<file path="config.mk">
export PLATFORM = sky130hd
export DESIGN_NAME = arm_fire_controller_core
export DESIGN_NICKNAME = d
export VERILOG_FILES = /design/src/sv/afc_pkg.sv /design/src/sv/arm_fire_controller_core.sv
export VERILOG_INCLUDE_DIRS = /design/src /design/src/sv
export SDC_FILE = /design/constraint.sdc
export NUM_CORES = 1
export LEC_CHECK = 0
export ABC_AREA = 1
export BUFFER_PORTS_ARGS = -buffer_cell sky130_fd_sc_hd__clkbuf_2
export CORE_UTILIZATION = 42
export DETAILED_ROUTE_END_ITERATION = 16
export SYNTH_ARGS = -nofsm -noshare
export SYNTH_HDL_FRONTEND = slang
export SYNTH_SLANG_ARGS = --single-unit
</file>
<file path="constraint.sdc">
create_clock -name i_clk -period 18.6 [get_ports i_clk]
set_input_delay 5.58 -clock i_clk [delete_from_list [all_inputs] [get_ports i_clk]]
set_output_delay 5.58 -clock i_clk [all_outputs]
set_load 0.02 [all_outputs]
</file>
<file path="src/sv/arm_fire_controller_core_defines.svh">
// ----------------------------------------------------------------------------
// arm fire controller assertion macros
// shared concurrent assertion forms for the controller rtl
// ----------------------------------------------------------------------------
`ifndef ARM_FIRE_CONTROLLER_CORE_DEFINES_SVH
`define ARM_FIRE_CONTROLLER_CORE_DEFINES_SVH

// checked only while out of reset
`define AFC_ASSERT_RUN(lbl, prop, msg) \
    lbl: assert property (@(posedge i_clk) disable iff (!i_rst_n) prop) else $error(msg);

// checked on every edge, reset included
`define AFC_ASSERT_ANY(lbl, prop, msg) \
    lbl: assert property (@(posedge i_clk) prop) else $error(msg);

`endif

</file>
<file path="src/sv/afc_pkg.sv">
// ----------------------------------------------------------------------------
// arm fire controller package
// shared types, codes, reset values and the quarter sine table
// ----------------------------------------------------------------------------
`default_nettype none

package afc_pkg;

    localparam int PHASE_BITS_DEF = 16;
    localparam int LEVEL_BITS_DEF = 8;

    localparam int IN_DATA_W  = 8;
    localparam int OUT_DATA_W = 16;
    localparam int CFG_IDX_W  = 3;
    localparam int CFG_DATA_W = 16;
    localparam int LED_W      = 8;

    typedef enum logic [1:0] {
        MODE_STARTUP = 2'd0,
        MODE_READY   = 2'd1,
        MODE_ARMED   = 2'd2,
        MODE_FIRING  = 2'd3
    } t_mode;

    typedef enum logic [2:0] {
        MSG_NONE     = 3'd0,
        MSG_READY    = 3'd1,
        MSG_ARMED    = 3'd2,
        MSG_DISARMED = 3'd3,
        MSG_FIRING   = 3'd4,
        MSG_FIRED    = 3'd5
    } t_msg;

    localparam logic [CFG_IDX_W-1:0] CFG_STARTUP_MS  = 3'd0;
    localparam logic [CFG_IDX_W-1:0] CFG_FIRING_MS   = 3'd1;
    localparam logic [CFG_IDX_W-1:0] CFG_DEBOUNCE_MS = 3'd2;
    localparam logic [CFG_IDX_W-1:0] CFG_BLINK_MS    = 3'd3;
    localparam logic [CFG_IDX_W-1:0] CFG_PHASE_STEP  = 3'd4;

    localparam logic [15:0] STARTUP_MS_RST  = 16'd1000;
    localparam logic [15:0] FIRING_MS_RST   = 16'd5000;
    localparam logic [15:0] DEBOUNCE_MS_RST = 16'd1000;
    localparam logic [9:0]  BLINK_MS_RST    = 10'd100;
    localparam logic [12:0] PHASE_STEP_RST  = 13'd5;

    // quarter sine in q15, 17 points over a quarter cycle
    function automatic logic [15:0] sine_tab(input logic [4:0] idx);
        logic [15:0] v;
        case (idx)
            5'd0:    v = 16'd0;
            5'd1:    v = 16'd3212;
            5'd2:    v = 16'd6393;
            5'd3:    v = 16'd9512;
            5'd4:    v = 16'd12540;
            5'd5:    v = 16'd15447;
            5'd6:    v = 16'd18205;
            5'd7:    v = 16'd20788;
            5'd8:    v = 16'd23170;
            5'd9:    v = 16'd25330;
            5'd10:   v = 16'd27246;
            5'd11:   v = 16'd28899;
            5'd12:   v = 16'd30274;
            5'd13:   v = 16'd31357;
            5'd14:   v = 16'd32138;
            5'd15:   v = 16'd32610;
            default: v = 16'd32768;
        endcase
        return v;
    endfunction

endpackage

`default_nettype wire

</file>
<file path="src/sv/arm_fire_controller_core.sv">
// ----------------------------------------------------------------------------
// arm fire controller core
// One input word per millisecond tick. An accepted tick is registered in
// the stage register, then in the output register, which its words leave.
// A two-message tick holds the single output register for both words, so
// the input stalls behind it; every other tick flows at one per cycle
// while the result side takes every word. The sequencer and timers update
// in the accepting cycle, the LED level is worked out from the stage register
// (sine table, one interpolation multiply) on its way into the output register.
// ----------------------------------------------------------------------------
`default_nettype none

module arm_fire_controller_core #(
    parameter int PHASE_BITS = afc_pkg::PHASE_BITS_DEF,
    parameter int LEVEL_BITS = afc_pkg::LEVEL_BITS_DEF
) (
    input  wire logic                            i_clk,
    input  wire logic                            i_rst_n,
    // configuration write
    input  wire logic                            i_cfg_valid,
    output logic                                 o_cfg_ready,
    input  wire logic [afc_pkg::CFG_IDX_W-1:0]   i_cfg_index,
    input  wire logic [afc_pkg::CFG_DATA_W-1:0]  i_cfg_data,
    // tick input
    input  wire logic                            i_s_tvalid,
    output logic                                 o_s_tready,
    // arm_switch_level, trigger_press, zero pad
    input  wire logic [afc_pkg::IN_DATA_W-1:0]   i_s_tdata,
    // result output
    output logic                                 o_m_tvalid,
    input  wire logic                            i_m_tready,
    // mode_state, power_led, fire_led_level, message, zero pad
    output logic [afc_pkg::OUT_DATA_W-1:0]       o_m_tdata,
    output logic                                 o_m_tlast
);
    import afc_pkg::*;

    `include "arm_fire_controller_core_defines.svh"

    localparam logic [LEVEL_BITS-1:0] LEVEL_MAX = {LEVEL_BITS{1'b1}};

    // configuration
    logic [15:0]           r_startup_ms;
    logic [15:0]           r_firing_ms;
    logic [15:0]           r_debounce_ms;
    logic [9:0]            r_blink_ms;
    logic [12:0]           r_phase_step;

    // sequencer state
    t_mode                 r_mode, n_mode;
    logic [15:0]           r_phase_timer, n_phase_timer;
    logic [9:0]            r_blink_timer, n_blink_timer;
    logic [15:0]           r_since, n_since;
    logic [PHASE_BITS-1:0] r_pulse_phase, n_pulse_phase;
    logic                  r_blink_on, n_blink_on;

    // stage register
    logic                  r_s1_valid;
    t_mode                 r_s1_mode;
    logic                  r_s1_blink;
    logic [PHASE_BITS-1:0] r_s1_phase;
    t_msg                  r_s1_msg0, r_s1_msg1;
    logic                  r_s1_two;
    t_msg                  n_msg0, n_msg1;
    logic                  n_two;

    // output register
    logic                  r_o_valid;
    t_mode                 r_o_mode;
    logic [LED_W-1:0]      r_o_level;
    t_msg                  r_o_msg, r_o_msg2;
    logic                  r_o_last;

    logic in_acc, out_take, out_free, s1_move;
    logic sw, press;

    assign sw    = i_s_tdata[0];
    assign press = i_s_tdata[1];

    assign out_take   = r_o_valid && i_m_tready;
    assign out_free   = !r_o_valid || (out_take && r_o_last);
    assign s1_move    = r_s1_valid && out_free;
    assign o_s_tready = !r_s1_valid || s1_move;
    assign in_acc     = i_s_tvalid && o_s_tready;
    assign o_cfg_ready = 1'b1;

    // configuration writes
    always_ff @(posedge i_clk) begin
        if (!i_rst_n) begin
            r_startup_ms  <= STARTUP_MS_RST;
            r_firing_ms   <= FIRING_MS_RST;
            r_debounce_ms <= DEBOUNCE_MS_RST;
            r_blink_ms    <= BLINK_MS_RST;
            r_phase_step  <= PHASE_STEP_RST;
        end else if (i_cfg_valid) begin
            unique case (i_cfg_index)
                CFG_STARTUP_MS:  r_startup_ms  <= i_cfg_data;
                CFG_FIRING_MS:   r_firing_ms   <= i_cfg_data;
                CFG_DEBOUNCE_MS: r_debounce_ms <= i_cfg_data;
                CFG_BLINK_MS:    r_blink_ms    <= i_cfg_data[9:0];
                CFG_PHASE_STEP:  r_phase_step  <= i_cfg_data[12:0];
                default: ;
            endcase
        end
    end

    // tick conditions
    logic [15:0]              since_inc, pt_inc;
    logic [9:0]               bt_inc;
    logic                     trig_ok, fire_go, startup_done, firing_done, blink_done;
    logic [PHASE_BITS+12:0]   phase_sum;

    assign since_inc    = (r_since == 16'hFFFF) ? r_since : r_since + 16'd1;
    assign pt_inc       = (r_phase_timer == 16'hFFFF) ? r_phase_timer : r_phase_timer + 16'd1;
    assign bt_inc       = (r_blink_timer == 10'h3FF) ? r_blink_timer : r_blink_timer + 10'd1;
    assign trig_ok      = press && (since_inc > r_debounce_ms);
    assign fire_go      = trig_ok && (r_mode == MODE_ARMED);
    assign startup_done = pt_inc >= r_startup_ms;
    assign firing_done  = pt_inc >= r_firing_ms;
    assign blink_done   = bt_inc >= r_blink_ms;
    assign phase_sum    = {13'd0, r_pulse_phase} + {{PHASE_BITS{1'b0}}, r_phase_step};
    assign n_since      = trig_ok ? 16'd0 : since_inc;

    // next state
    always_comb begin
        n_mode = r_mode;
        if (fire_go) begin
            n_mode = MODE_FIRING;
        end else begin
            unique case (r_mode)
                MODE_STARTUP: if (startup_done) n_mode = MODE_READY;
                MODE_READY:   if (!sw) n_mode = MODE_ARMED;
                MODE_ARMED:   if (sw) n_mode = MODE_READY;
                MODE_FIRING:  if (firing_done) n_mode = MODE_ARMED;
            endcase
        end
    end

    // timers, pulse phase and messages
    always_comb begin
        n_phase_timer = r_phase_timer;
        n_blink_timer = r_blink_timer;
        n_blink_on    = r_blink_on;
        n_pulse_phase = r_pulse_phase;
        n_msg0        = MSG_NONE;
        n_msg1        = MSG_NONE;
        n_two         = 1'b0;
        if (fire_go) begin
            n_phase_timer = 16'd0;
            n_blink_timer = 10'd0;
            n_blink_on    = 1'b1;
            n_msg0        = MSG_FIRING;
        end else begin
            unique case (r_mode)
                MODE_STARTUP: begin
                    n_phase_timer = startup_done ? 16'd0 : pt_inc;
                    if (startup_done) n_msg0 = MSG_READY;
                end
                MODE_READY: begin
                    if (!sw) begin
                        n_pulse_phase = '0;
                        n_msg0        = MSG_ARMED;
                    end
                end
                MODE_ARMED: begin
                    if (!sw) begin
                        n_pulse_phase = phase_sum[PHASE_BITS-1:0];
                    end else begin
                        n_msg0 = MSG_DISARMED;
                        n_msg1 = MSG_READY;
                        n_two  = 1'b1;
                    end
                end
                MODE_FIRING: begin
                    n_blink_timer = blink_done ? 10'd0 : bt_inc;
                    n_blink_on    = blink_done ? !r_blink_on : r_blink_on;
                    n_phase_timer = pt_inc;
                    if (firing_done) begin
                        n_phase_timer = 16'd0;
                        n_blink_timer = 10'd0;
                        n_blink_on    = 1'b0;
                        n_pulse_phase = '0;
                        n_msg0        = MSG_FIRED;
                        if (!sw) begin
                            n_msg1 = MSG_ARMED;
                            n_two  = 1'b1;
                        end
                    end
                end
            endcase
        end
    end

    always_ff @(posedge i_clk) begin
        if (!i_rst_n) begin
            r_mode        <= MODE_STARTUP;
            r_phase_timer <= 16'd0;
            r_blink_timer <= 10'd0;
            r_since       <= 16'd0;
            r_pulse_phase <= '0;
            r_blink_on    <= 1'b0;
        end else if (in_acc) begin
            r_mode        <= n_mode;
            r_phase_timer <= n_phase_timer;
            r_blink_timer <= n_blink_timer;
            r_since       <= n_since;
            r_pulse_phase <= n_pulse_phase;
            r_blink_on    <= n_blink_on;
        end
    end

    // stage register
    always_ff @(posedge i_clk) begin
        if (!i_rst_n) begin
            r_s1_valid <= 1'b0;
        end else if (in_acc) begin
            r_s1_valid <= 1'b1;
        end else if (s1_move) begin
            r_s1_valid <= 1'b0;
        end
    end

    always_ff @(posedge i_clk) begin
        if (in_acc) begin
            r_s1_mode  <= n_mode;
            r_s1_blink <= n_blink_on;
            r_s1_phase <= n_pulse_phase;
            r_s1_msg0  <= n_msg0;
            r_s1_msg1  <= n_msg1;
            r_s1_two   <= n_two;
        end
    end

    // raised cosine level
    logic [PHASE_BITS+15:0]   phase_ext;
    logic [15:0]              p16, p;
    logic [1:0]               q;
    logic [14:0]              x;
    logic [4:0]               idx;
    logic [9:0]               frac;
    logic [15:0]              tab_lo, tab_hi, diff, sine;
    logic [25:0]              interp;
    logic [16:0]              num;
    logic [LEVEL_BITS+17:0]   scaled;
    logic [LEVEL_BITS-1:0]    pulse_lvl, lvl;
    logic [LEVEL_BITS+7:0]    lvl_ext;

    assign phase_ext = {r_s1_phase, 16'd0};
    assign p16       = phase_ext[PHASE_BITS+15 -: 16];
    assign p         = p16 + 16'd16384;
    assign q         = p[15:14];
    assign x         = q[0] ? (15'd16384 - {1'b0, p[13:0]}) : {1'b0, p[13:0]};
    assign idx       = x[14:10];
    assign frac      = x[9:0];
    assign tab_lo    = sine_tab(idx);
    assign tab_hi    = sine_tab(idx + 5'd1);
    assign diff      = tab_hi - tab_lo;
    assign interp    = {10'd0, diff} * {16'd0, frac};
    assign sine      = idx[4] ? 16'd32768 : tab_lo + interp[25:10];
    assign num       = q[1] ? (17'd32768 + {1'b0, sine}) : (17'd32768 - {1'b0, sine});
    assign scaled    = {1'b0, num, {LEVEL_BITS{1'b0}}} - {{(LEVEL_BITS+1){1'b0}}, num}
                       + {{(LEVEL_BITS+2){1'b0}}, 16'd32768};
    assign pulse_lvl = scaled[16 +: LEVEL_BITS];

    always_comb begin
        case (r_s1_mode)
            MODE_FIRING: lvl = r_s1_blink ? LEVEL_MAX : '0;
            MODE_ARMED:  lvl = pulse_lvl;
            default:     lvl = '0;
        endcase
    end

    assign lvl_ext = {8'd0, lvl};

    // output register
    always_ff @(posedge i_clk) begin
        if (!i_rst_n) begin
            r_o_valid <= 1'b0;
        end else if (s1_move) begin
            r_o_valid <= 1'b1;
        end else if (out_take && r_o_last) begin
            r_o_valid <= 1'b0;
        end
    end

    always_ff @(posedge i_clk) begin
        if (s1_move) begin
            r_o_mode  <= r_s1_mode;
            r_o_level <= lvl_ext[LED_W-1:0];
            r_o_msg   <= r_s1_msg0;
            r_o_msg2  <= r_s1_msg1;
            r_o_last  <= !r_s1_two;
        end else if (out_take && !r_o_last) begin
            r_o_msg  <= r_o_msg2;
            r_o_last <= 1'b1;
        end
    end

    assign o_m_tvalid = r_o_valid;
    assign o_m_tlast  = r_o_last;
    assign o_m_tdata  = {2'b00, r_o_msg, r_o_level, 1'b1, r_o_mode};

    `AFC_ASSERT_ANY(a_out_idle_after_rst, !i_rst_n |=> !r_o_valid, "valid after reset")
    `AFC_ASSERT_RUN(a_pend_msg, r_o_valid && !r_o_last |-> r_o_msg2 != MSG_NONE, "no second msg")
    `AFC_ASSERT_RUN(a_quiet, r_o_valid && r_o_msg == MSG_NONE |-> r_o_last, "quiet not last")
    `AFC_ASSERT_RUN(a_start_phase, r_mode == MODE_STARTUP |-> r_pulse_phase == '0, "phase moved")
    `AFC_ASSERT_RUN(a_fire, in_acc && fire_go |=> r_mode == MODE_FIRING && r_blink_on, "no firing")

endmodule

`default_nettype wire

</file>
* Word-level counts from Yosys, hierarchy flattened
Memories as Yosys holds them, arrays and structs flattened.
Cells that the tools add are included.
W data, S select, Z words.
** Cells by class
- Mux-type cells :: 54
- Reductions and logical operators :: 28
- Order comparisons :: 4
- Equality and inequality tests :: 12
- $mul :: 1
- $add $sub $neg :: 13
** Operators by type and width (number)
- $mux W16 :: 13
- $mux W10 :: 5
- $pmux W16 S3 :: 1
- $add A16 B1 Y16 const B :: 2
- $eq A16 B16 Y1 const B :: 2
- $ge A16 B16 Y1 :: 2
- $pmux W16 S2 :: 1
- $mul A16 B10 Y26 :: 1
- $add A24 B16 Y24 const B :: 1
- $sub A24 B17 Y24 :: 1
- $add A16 B16 Y17 const A :: 1
- $mux W17 :: 1
- $sub A16 B16 Y17 const A :: 1
- $add A16 B13 Y16 :: 1
- $add A16 B15 Y16 const B :: 1
- $add A16 B16 Y16 :: 1
- $gt A16 B16 Y1 :: 1
- $mux W2 :: 8
- $pmux W8 S2 :: 1
- $sub A16 B16 Y16 :: 1
- $mux W1 :: 15
- $mux W15 :: 1
- $sub A15 B14 Y15 const A :: 1
- $reduce_and A2 Y1 :: 7
- other kinds (22) :: 42
** Word-level totals
- Word-level logic and storage cells :: 138
- Input port bits :: 32
- Output and inout bits :: 20
- Bits in read-only memories :: 480
- Memories kept :: 2
- Flip-flop bits (word level) :: 177
** Memories
- (no name shown) :: depth 16, width 15, rd ports 1, clocked after memory_dff 0, write ports 0, RTL line afc_pkg.sv:49 : case (idx)
- (no name shown) :: depth 16, width 15, rd ports 1, clocked after memory_dff 0, write ports 0, RTL line afc_pkg.sv:49

* Depth between registers and ports, before layout
Gate-level depths: netlist (run 1).
An unclocked memory read counts as a cell.
- Word-level depth :: 15
- Mapped depth :: 85
- Mapped depth without buffers :: 83

* Worst setup path before layout (run 1)
No wires, ideal clock.
- Path type :: reg-to-reg
- From :: register r_s1_phase[0] (netlist: p16[0])
- To :: register r_o_level[6], data pin
- Path slack :: 7.045 ns
- Required time :: 18.340 ns
- Setup time :: 0.260 ns
- Clock period less this slack :: 11.555 ns
- Path buffers :: 1
- Stages on the path, launching flop included :: 77
- Arrival :: 11.296 ns
- Cells stage by stage :: edfxtp_1 > buf_6 > inv_6 > ha_1 > nand3_2 > nor2_4 > nand2_1 > nand2_2 > xor2_4 > inv_2 > ha_1 > inv_1 > nand2_1 > a21oi_1 > a211oi_1 > ha_1 > inv_1 > fa_1 > (+41 left out) > nand2_1 > o21ai_0 > xor2_1 > inv_1 > ha_1 > ha_1 > nand2_1 > inv_1 > nand3_1 > o21ai_0 > a21oi_1 > o21ai_0 > a21boi_0 > o21bai_1 > o21bai_1 > nand2_1 > nand3_1 > nand2_1
** On the way
- Word-level cells in the longest chain between the ends :: 15
- Elaborated cells on any way between the ends :: 18
- Those cells by class :: 9 x add/sub; 1 x mul; 6 x mux; 2 x memory
** RTL lines
- start, declared :: RTL line arm_fire_controller_core.sv:61 : logic [PHASE_BITS-1:0] r_s1_phase;
- start signal, assigned :: RTL line arm_fire_controller_core.sv:227 : r_s1_phase <= n_pulse_phase;
- $add A16 B15 Y16 * :: RTL line arm_fire_controller_core.sv:250 : assign p = p16 + 16'd16384;
- $sub A15 B14 Y15 :: RTL line arm_fire_controller_core.sv:252 : assign x = q[0] ? (15'd16384 - {1'b0, p[13:0]}) : {1'b0, p[13:0]};
- $mux W15 :: RTL line arm_fire_controller_core.sv:252
- $add A5 B1 Y5 :: RTL line arm_fire_controller_core.sv:256 : assign tab_hi = sine_tab(idx + 5'd1);
- $mem_v2 Z16 W15
- $mux W16 :: RTL line afc_pkg.sv:49
- $sub A16 B16 Y16 :: RTL line arm_fire_controller_core.sv:257 : assign diff = tab_hi - tab_lo;
- $mul A16 B10 Y26 :: RTL line arm_fire_controller_core.sv:258 : assign interp = {10'd0, diff} * {16'd0, frac};
- $add A16 B16 Y16 :: RTL line arm_fire_controller_core.sv:259 : assign sine = idx[4] ? 16'd32768 : tab_lo + interp[25:10];
- $mux W16 :: RTL line arm_fire_controller_core.sv:259
- $sub A16 B16 Y17 / $add A16 B16 Y17 (equally long branches) :: RTL line arm_fire_controller_core.sv:260 : assign num = q[1] ? (17'd32768 + {1'b0, sine}) : (17'd32768 - {1'b0, sine});
- $mux W17 * :: RTL line arm_fire_controller_core.sv:260
- $sub A24 B17 Y24 * :: RTL line arm_fire_controller_core.sv:261 : assign scaled = {1'b0, num, {LEVEL_BITS{1'b0}}} - {{(LEVEL_BITS+1){1'b0}}, num}
- $add A24 B16 Y24 * :: RTL line arm_fire_controller_core.sv:262 : + {{(LEVEL_BITS+2){1'b0}}, 16'd32768};
- $pmux W8 S2 * :: RTL line arm_fire_controller_core.sv:266 : case (r_s1_mode)
- named net lvl[6] :: RTL line arm_fire_controller_core.sv:245 : logic [LEVEL_BITS-1:0] pulse_lvl, lvl;
- end signal, assigned :: RTL line arm_fire_controller_core.sv:289 : r_o_level <= lvl_ext[LED_W-1:0];
- end, declared :: RTL line arm_fire_controller_core.sv:70 : logic [LED_W-1:0] r_o_level;
The timed path passes the listed nets; every way through them passes the cells marked *.
A chain may end at the register's enable or synchronous reset.

* Worst setup path in the final report (run 1)
Same ends and word-level chain as after synthesis.

==> results of run 1 <==
cells in the final DEF, fill, tap and decap left out, types with 5 or more instances in the layout:
master       n
ha_1       195
xor2_1      42
inv_4        5
clkbuf_16   17
nor2_2       8
nand3_2      7
o21ai_1     17
a21o_1       6
inv_2       17
nand2_2     14
o21a_1      13
xnor2_1     19
nand4_1     25
edfxtp_1    41
nand3b_1    10
nor2_1     297
o21bai_1     7
bufinv_16    6
dfxtp_1    134
nand3_1    118
o21ai_0    153
buf_4        9
or2_2       22
a21oi_1    227
o211ai_1    23
a31oi_1      9
inv_1      448
o22ai_1      6
clkbuf_2    41
fa_1       112
nand2_1    559
nor3_1      34
synthesized netlist by cell type, types with 3 or more instances:
master	n
nand2_1	559
inv_1	448
nor2_1	297
a21oi_1	227
ha_1	195
o21ai_0	153
dfxtp_1	134
nand3_1	118
fa_1	112
clkbuf_1	46
xor2_1	42
edfxtp_1	41
nor3_1	34
nand4_1	25
o211ai_1	23
or2_2	22
xnor2_1	19
inv_2	17
o21ai_1	17
nand2_2	14
o21a_1	13
nand3b_1	10
a31oi_1	9
nor2_2	8
nand3_2	7
o21bai_1	7
a21o_1	6
buf_2	6
buf_4	6
buf_6	6
o22ai_1	6
a21boi_0	4
nor4_1	4
nor2_4	3
o21ai_2	3
o31ai_1	3
worst min-delay path by stage:
stage                                          start                     to  slack, ns  depth (start not counted)
after floorplan           r_s1_msg1[0]$_SDFFCE_PP0P_  r_o_msg2[0]$_DFFE_PP_       0.40                          0
after global placement    r_s1_msg1[1]$_SDFFCE_PP0P_  r_o_msg2[1]$_DFFE_PP_       0.40                          0
after detailed placement  r_s1_msg1[1]$_SDFFCE_PP0P_  r_o_msg2[1]$_DFFE_PP_       0.41                          0
after CTS                 r_s1_msg1[1]$_SDFFCE_PP0P_  r_o_msg2[1]$_DFFE_PP_       0.42                          0
after global routing      r_s1_msg1[1]$_SDFFCE_PP0P_  r_o_msg2[1]$_DFFE_PP_       0.43                          0
final                     r_s1_msg1[1]$_SDFFCE_PP0P_  r_o_msg2[1]$_DFFE_PP_       0.42                          0
area by class of cell:
type                            instances  area share, %
Inverter                              469           8.79
Clock buffer                           19           2.15
Sequential cell                       175           19.4
Multi-Input combinational cell       1984           63.4
Tap cell                              592           3.68
Clock inverter                         13           1.16
Timing Repair Buffer                   50           1.35
flip-flops by register name (all words and copies together) (netlist names), 2 cells and up:
name and flops:
r_startup_ms 16, r_mode 2, r_pulse_phase 16, r_debounce_ms 16, r_o_level 8, r_since 16
p16 16, r_s1_msg1 2, r_blink_timer 10, r_o_mode 2, r_s1_msg0 3, r_s1_mode 2
r_blink_ms 10, r_o_msg 3, r_phase_timer 16, r_phase_step 13, r_o_msg2 2, r_firing_ms 16
cell families after synthesis:
| logic type | Yosys count | synth area share [%] |
|---|---|---|
| fa+ha+maj | 307 | 24.9 |
| xor+xnor | 63 | 3.08 |
| buf+inv | 535 | 11.2 |
| simple gates | 1112 | 25.1 |
| flops | 175 | 20.8 |
| compound gates | 497 | 14.7 |
| mux | 1 | 0.0600 |
| other cells | 2 | 0.0400 |
stage by stage:
stage / std cells / setup WS [ns] / util (%)
finish: 3302 / 4.40 / 45.6
global route: 3302 / 3.03 / 45.6
CTS: 3302 / 4.41 / 45.6
detailed placement: 3270 / 4.49 / 44.1
global placement: 3270 / 4.60 / 44.1
floorplan: 2694 / 7.04 / -
layer usage:
layer	up-vias	part of all wire [%]	global-route usage, %
li1	8676	-	-
met1	7877	45	27.1
met2	305	50	39.9
met3	63	3.5	2.45
met4	0	2.0	5.99
met5	-	0	0
==> flow_summary.toml, run 1 <==
[worst_setup_path]
cp_max_fo = 13
worstReg2RegStart = "p16[0]$_DFFE_PP_"
cpLargestDelayFamily = "adder cells"
worstSetupEndpoint = "r_o_level[6]$_DFFE_PP_"
critPathRequiredTime_ns = 18.78
cpMostUsedCell = "nand2_1"
worstPathArrival_ns = 14.38
worst-r2r-setup-slack_ns = 4.40
ff2ff_path_depth = 67
critPathLaunchType = "register"
critPathBufInv = 8
end_kind = "register"
crit_type = "register to register"
crit_cells = 67
crit_start = "p16[0]$_DFFE_PP_"
cp_slowest_stage_delay_ns = 0.66
cp_slowest_cell = "xor2_1"
r2r_end = "r_o_level[6]$_DFFE_PP_"

[placed_design]
portBuffers = 41
gp_congestion = 0.933
dp_hpwl_um = 39100
placed_area_um2 = 19500

[cells_and_area]
seqCellArea_um2 = 3910
multi_input_area_um2 = 12800
fin_nets = 3036
area_growth_pct = 7.25
postLayoutCellArea_um2 = 20100
fillers = 4613
diodes = 0
drive_gt1_share_pct = 6.35

[yosys]
yosys.area.top_type = "dfxtp_1"
ys_types = 72
synth_cells = 2692
yosysSeqAreaShare_pct = 20.8
synth-edff-count = 41
synth_top_area_share_pct = 14.3
ys_ff_latch = 175
synthTopCellsByArea = "dfxtp_1 (14%), ha_1 (13%), fa_1 (12%)"
syn-cell-area_um2 = 18800
synthFlopType = "dfxtp_1"
syn_avg_cell_area_um2 = 6.97
yosysWarnings = 0
async_flop_share_pct = 0

[cts]
clk_pin_slew_ns = 0.07
clock_sinks = 175
ctsHoldBuffers = 0
cts_root_buf = "clkbuf_16"
cts_buffers = 17
max-clock-path-buffers = 2
cts_setup_buffers = 0
cts_tree = "done"
cts.htree.levels = 4
clk_latency_ns = 0.44
cts.repair.resized = 0

[detailed_routing]
drt-initial-drc-count = 829
drc = 0
vias = 16900
via_per_inst = 5.12
wl_um = 48600
drtAntennaViolNets = 0
dr.pass1.iters = 5
drt-wirelength-per-cell_um = 14.7

[outcome]
status = "completed"

[floorplan]
design.core.area_um2 = 44100
row_count = 77
ios = 52
dieArea_um2 = 45500
die_x_um = 213
initial_core_util_pct = 42.5
die_h_um = 213

[sta]
whs_ns = 0.417
relSlewSlack_pct = 22.5
rsz0062_at_grt = "false"
setup_violations = 0
hold_viol = 0
max_freq_mhz = 70.4
period_share_pct = 76.3
tns_ns = 0
drv_slew = 0
worst_pin_slew_ns = 1.15
skew_ns = 0.0119
fin_crit_ns = 14.20

[grt]
grt_max_degree = 73
grt_pass1_vias = 16400
grt-ovfl-total = 0
antenna_found_initial = 0
grt_usage_pct = 21.9
grt_pass1_wl_um = 80000

[job]
maxCapViolCount = 0

[worst_hold_path]
hp-class = "register to register"
Power of run 1 is left out: the tool's default activity adds up to more than one toggle a clock period on the data nets, which glitch-free logic cannot reach.
==> inputs of run 2 (changes only) <==
--- a/config.mk
+++ b/config.mk
@@ -6,7 +6,7 @@
 export SDC_FILE = /design/constraint.sdc
 export NUM_CORES = 1
 export LEC_CHECK = 0
-export ABC_AREA = 1
+export ABC_AREA = 0
 export BUFFER_PORTS_ARGS = -buffer_cell sky130_fd_sc_hd__clkbuf_2
 export CORE_UTILIZATION = 42
 export DETAILED_ROUTE_END_ITERATION = 16
==> constraint.sdc (replaced) <==
create_clock -name i_clk -period 14.8 [get_ports i_clk]
set_input_delay 4.44 -clock i_clk [delete_from_list [all_inputs] [get_ports i_clk]]
set_output_delay 4.44 -clock i_clk [all_outputs]
set_load 0.02 [all_outputs]
==> flow_summary.toml, run 2 <==
[detailed_routing]
wl_um = 45400
drtAntennaViolNets = 0
dr.pass1.iters = 6
drt-wirelength-per-cell_um = 16.3
vias = 15200
drt-initial-drc-count = 881
drc = 0
via_per_inst = 5.47

[sta]
max_freq_mhz = 71.9
period_share_pct = 94.0
hold_viol = 0
relSlewSlack_pct = 22.2
fin_ws_ns = 0.888
setup_violations = 0
worst_pin_slew_ns = 1.17
fin_crit_ns = 13.91
drv_slew = 0
skew_ns = 0.0130

[cts]
cts_tree = "done"
clock_sinks = 175
clk_pin_slew_ns = 0.07
cts_root_buf = "clkbuf_16"
ctsHoldBuffers = 0
cts_buffers = 17
clk_latency_ns = 0.44
max-clock-path-buffers = 2
cts.htree.levels = 4

[yosys]
synth_top_area_share_pct = 15.0
synthTopCellsByCount = "nand2_1 (292), nor2_1 (214), inv_1 (212)"
synth_most_common_cell = "nand2_1"
yosys.area.top_type = "dfxtp_1"
synth_cells = 2172
yosysWarnings = 0
synthTopCellsByArea = "dfxtp_1 (15%), ha_1 (14%), fa_1 (13%)"
ys_ff_latch = 175
synthFlopType = "dfxtp_1"
syn-cell-area_um2 = 17900
async_flop_share_pct = 0
syn_avg_cell_area_um2 = 8.25
ys_types = 91
yosysSeqAreaShare_pct = 21.8
synth-edff-count = 41

[grt]
grt_pass1_vias = 15100
grt-ovfl-total = 0
grt_pass1_wl_um = 75500
antenna_found_initial = 0
grt_usage_pct = 21.3
grt_max_degree = 102

[worst_setup_path]
worstPathArrival_ns = 14.09
cp_slowest_cell = "fa_1"
crit_start = "p16[6]$_DFFE_PP_"
critPathRequiredTime_ns = 14.98
critPathLaunchType = "register"
cp_max_fo = 11
critPathBufInv = 9
crit_type = "register to register"
worstReg2RegStart = "p16[6]$_DFFE_PP_"
cp_slowest_stage_delay_ns = 0.56
cpLargestDelayFamily = "compound AO/OA/AOI/OAI gates"
end_kind = "register"

[floorplan]
design.core.area_um2 = 42000
ios = 52
dieArea_um2 = 43500
row_count = 75
initial_core_util_pct = 42.6
die_h_um = 209
die_x_um = 209

[cells_and_area]
fin_nets = 2567
fillers = 4132
final_cell_mix = "nand2_1 (291), nor2_1 (212), inv_1 (211), ha_1 (192), dfxtp_1 (134)"
final_cells = 2780
drive_gt1_share_pct = 10.6
diodes = 0
mostFrequentLayoutCell = "nand2_1"
area_growth_pct = 10.7

[placed_design]
dp_hpwl_um = 35700
placed_cells_incl_taps = 2740
portBuffers = 41
dp_slack_ns = 0.0946
gp_congestion = 0.893

[job]
maxCapViolCount = 0

[outcome]
status = "completed"

[worst_hold_path]
hp-class = "register to register"
min_from = "r_s1_msg1[0]$_SDFFCE_PP0P_"
==> run 2: changes by cell type after synthesis, moves of 66 or more <==
cell | before | now
a21oi_1 | 227 | 88
inv_1 | 448 | 212
nand2_1 | 559 | 292
nand3_1 | 118 | 52
nor2_1 | 297 | 214
o21ai_0 | 153 | 87
==> run 2: area by class of cell <==
cell class              count  area [µm²]  area share, %
flip-flops and latches    175        3910           19.7
repair buffers            120         810           4.08
clock buffers              18         429           2.16
inverters                 214         803           4.05
multi-input cells        1700       13100           65.9
well taps                 539         674           3.40
clock inverters            14         141          0.713
==> run 2: routing by layer <==
layer / GRT usage, % / vias up / wire length, µm
met5: 0 / - / 0
met4: 5.70 / 0 / 775
met3: 1.92 / 47 / 1760
met2: 38.0 / 322 / 22600
met1: 27.4 / 7303 / 20300
li1: - / 7530 / -
==> run 2: path summary, 6_finish.rpt <==
check / endpoint / slack [ns] / cells after the start
min: r_o_msg2[0]$_DFFE_PP_ / 0.42 / 0
min reg2reg: r_o_msg2[0]$_DFFE_PP_ / 0.42 / 0
max reg2reg: r_o_level[7]$_DFFE_PP_ / 0.89 / 65
max: r_o_level[7]$_DFFE_PP_ / 0.89 / 65
==> run 2: metrics by stage <==
stage                     setup TNS (ns)  util, %  hold WS [ns]  instance area (µm²)
after floorplan                        0        -         0.400                17900
after global placement                 0     45.2         0.404                19000
after detailed placement               0     45.2         0.405                19000
after CTS                              0     46.6         0.421                19600
after global routing              -0.159     47.2         0.440                19800
final                                  0     47.2         0.419                19800
==> run 2: what timing repair did <==
item | 4_1_cts | 5_1_grt
gates resized for setup | 0 | 45
buffers inserted | 0 | 8
endpoints found under the setup margin | 0 | 8
==> run 2: logic make-up after synthesis <==
family	after synthesis	share of synthesized area, %
other	2	0.0419
xor gates and xnor gates	126	6.47
buffers and inverters	299	6.45
adders and majority gates	307	26.1
and+or+nand+nor	755	19.1
DFF	175	21.8
AOI/OAI and AO/OA	497	19.3
muxes	11	0.663
Power of run 2 is left out for the same reason.
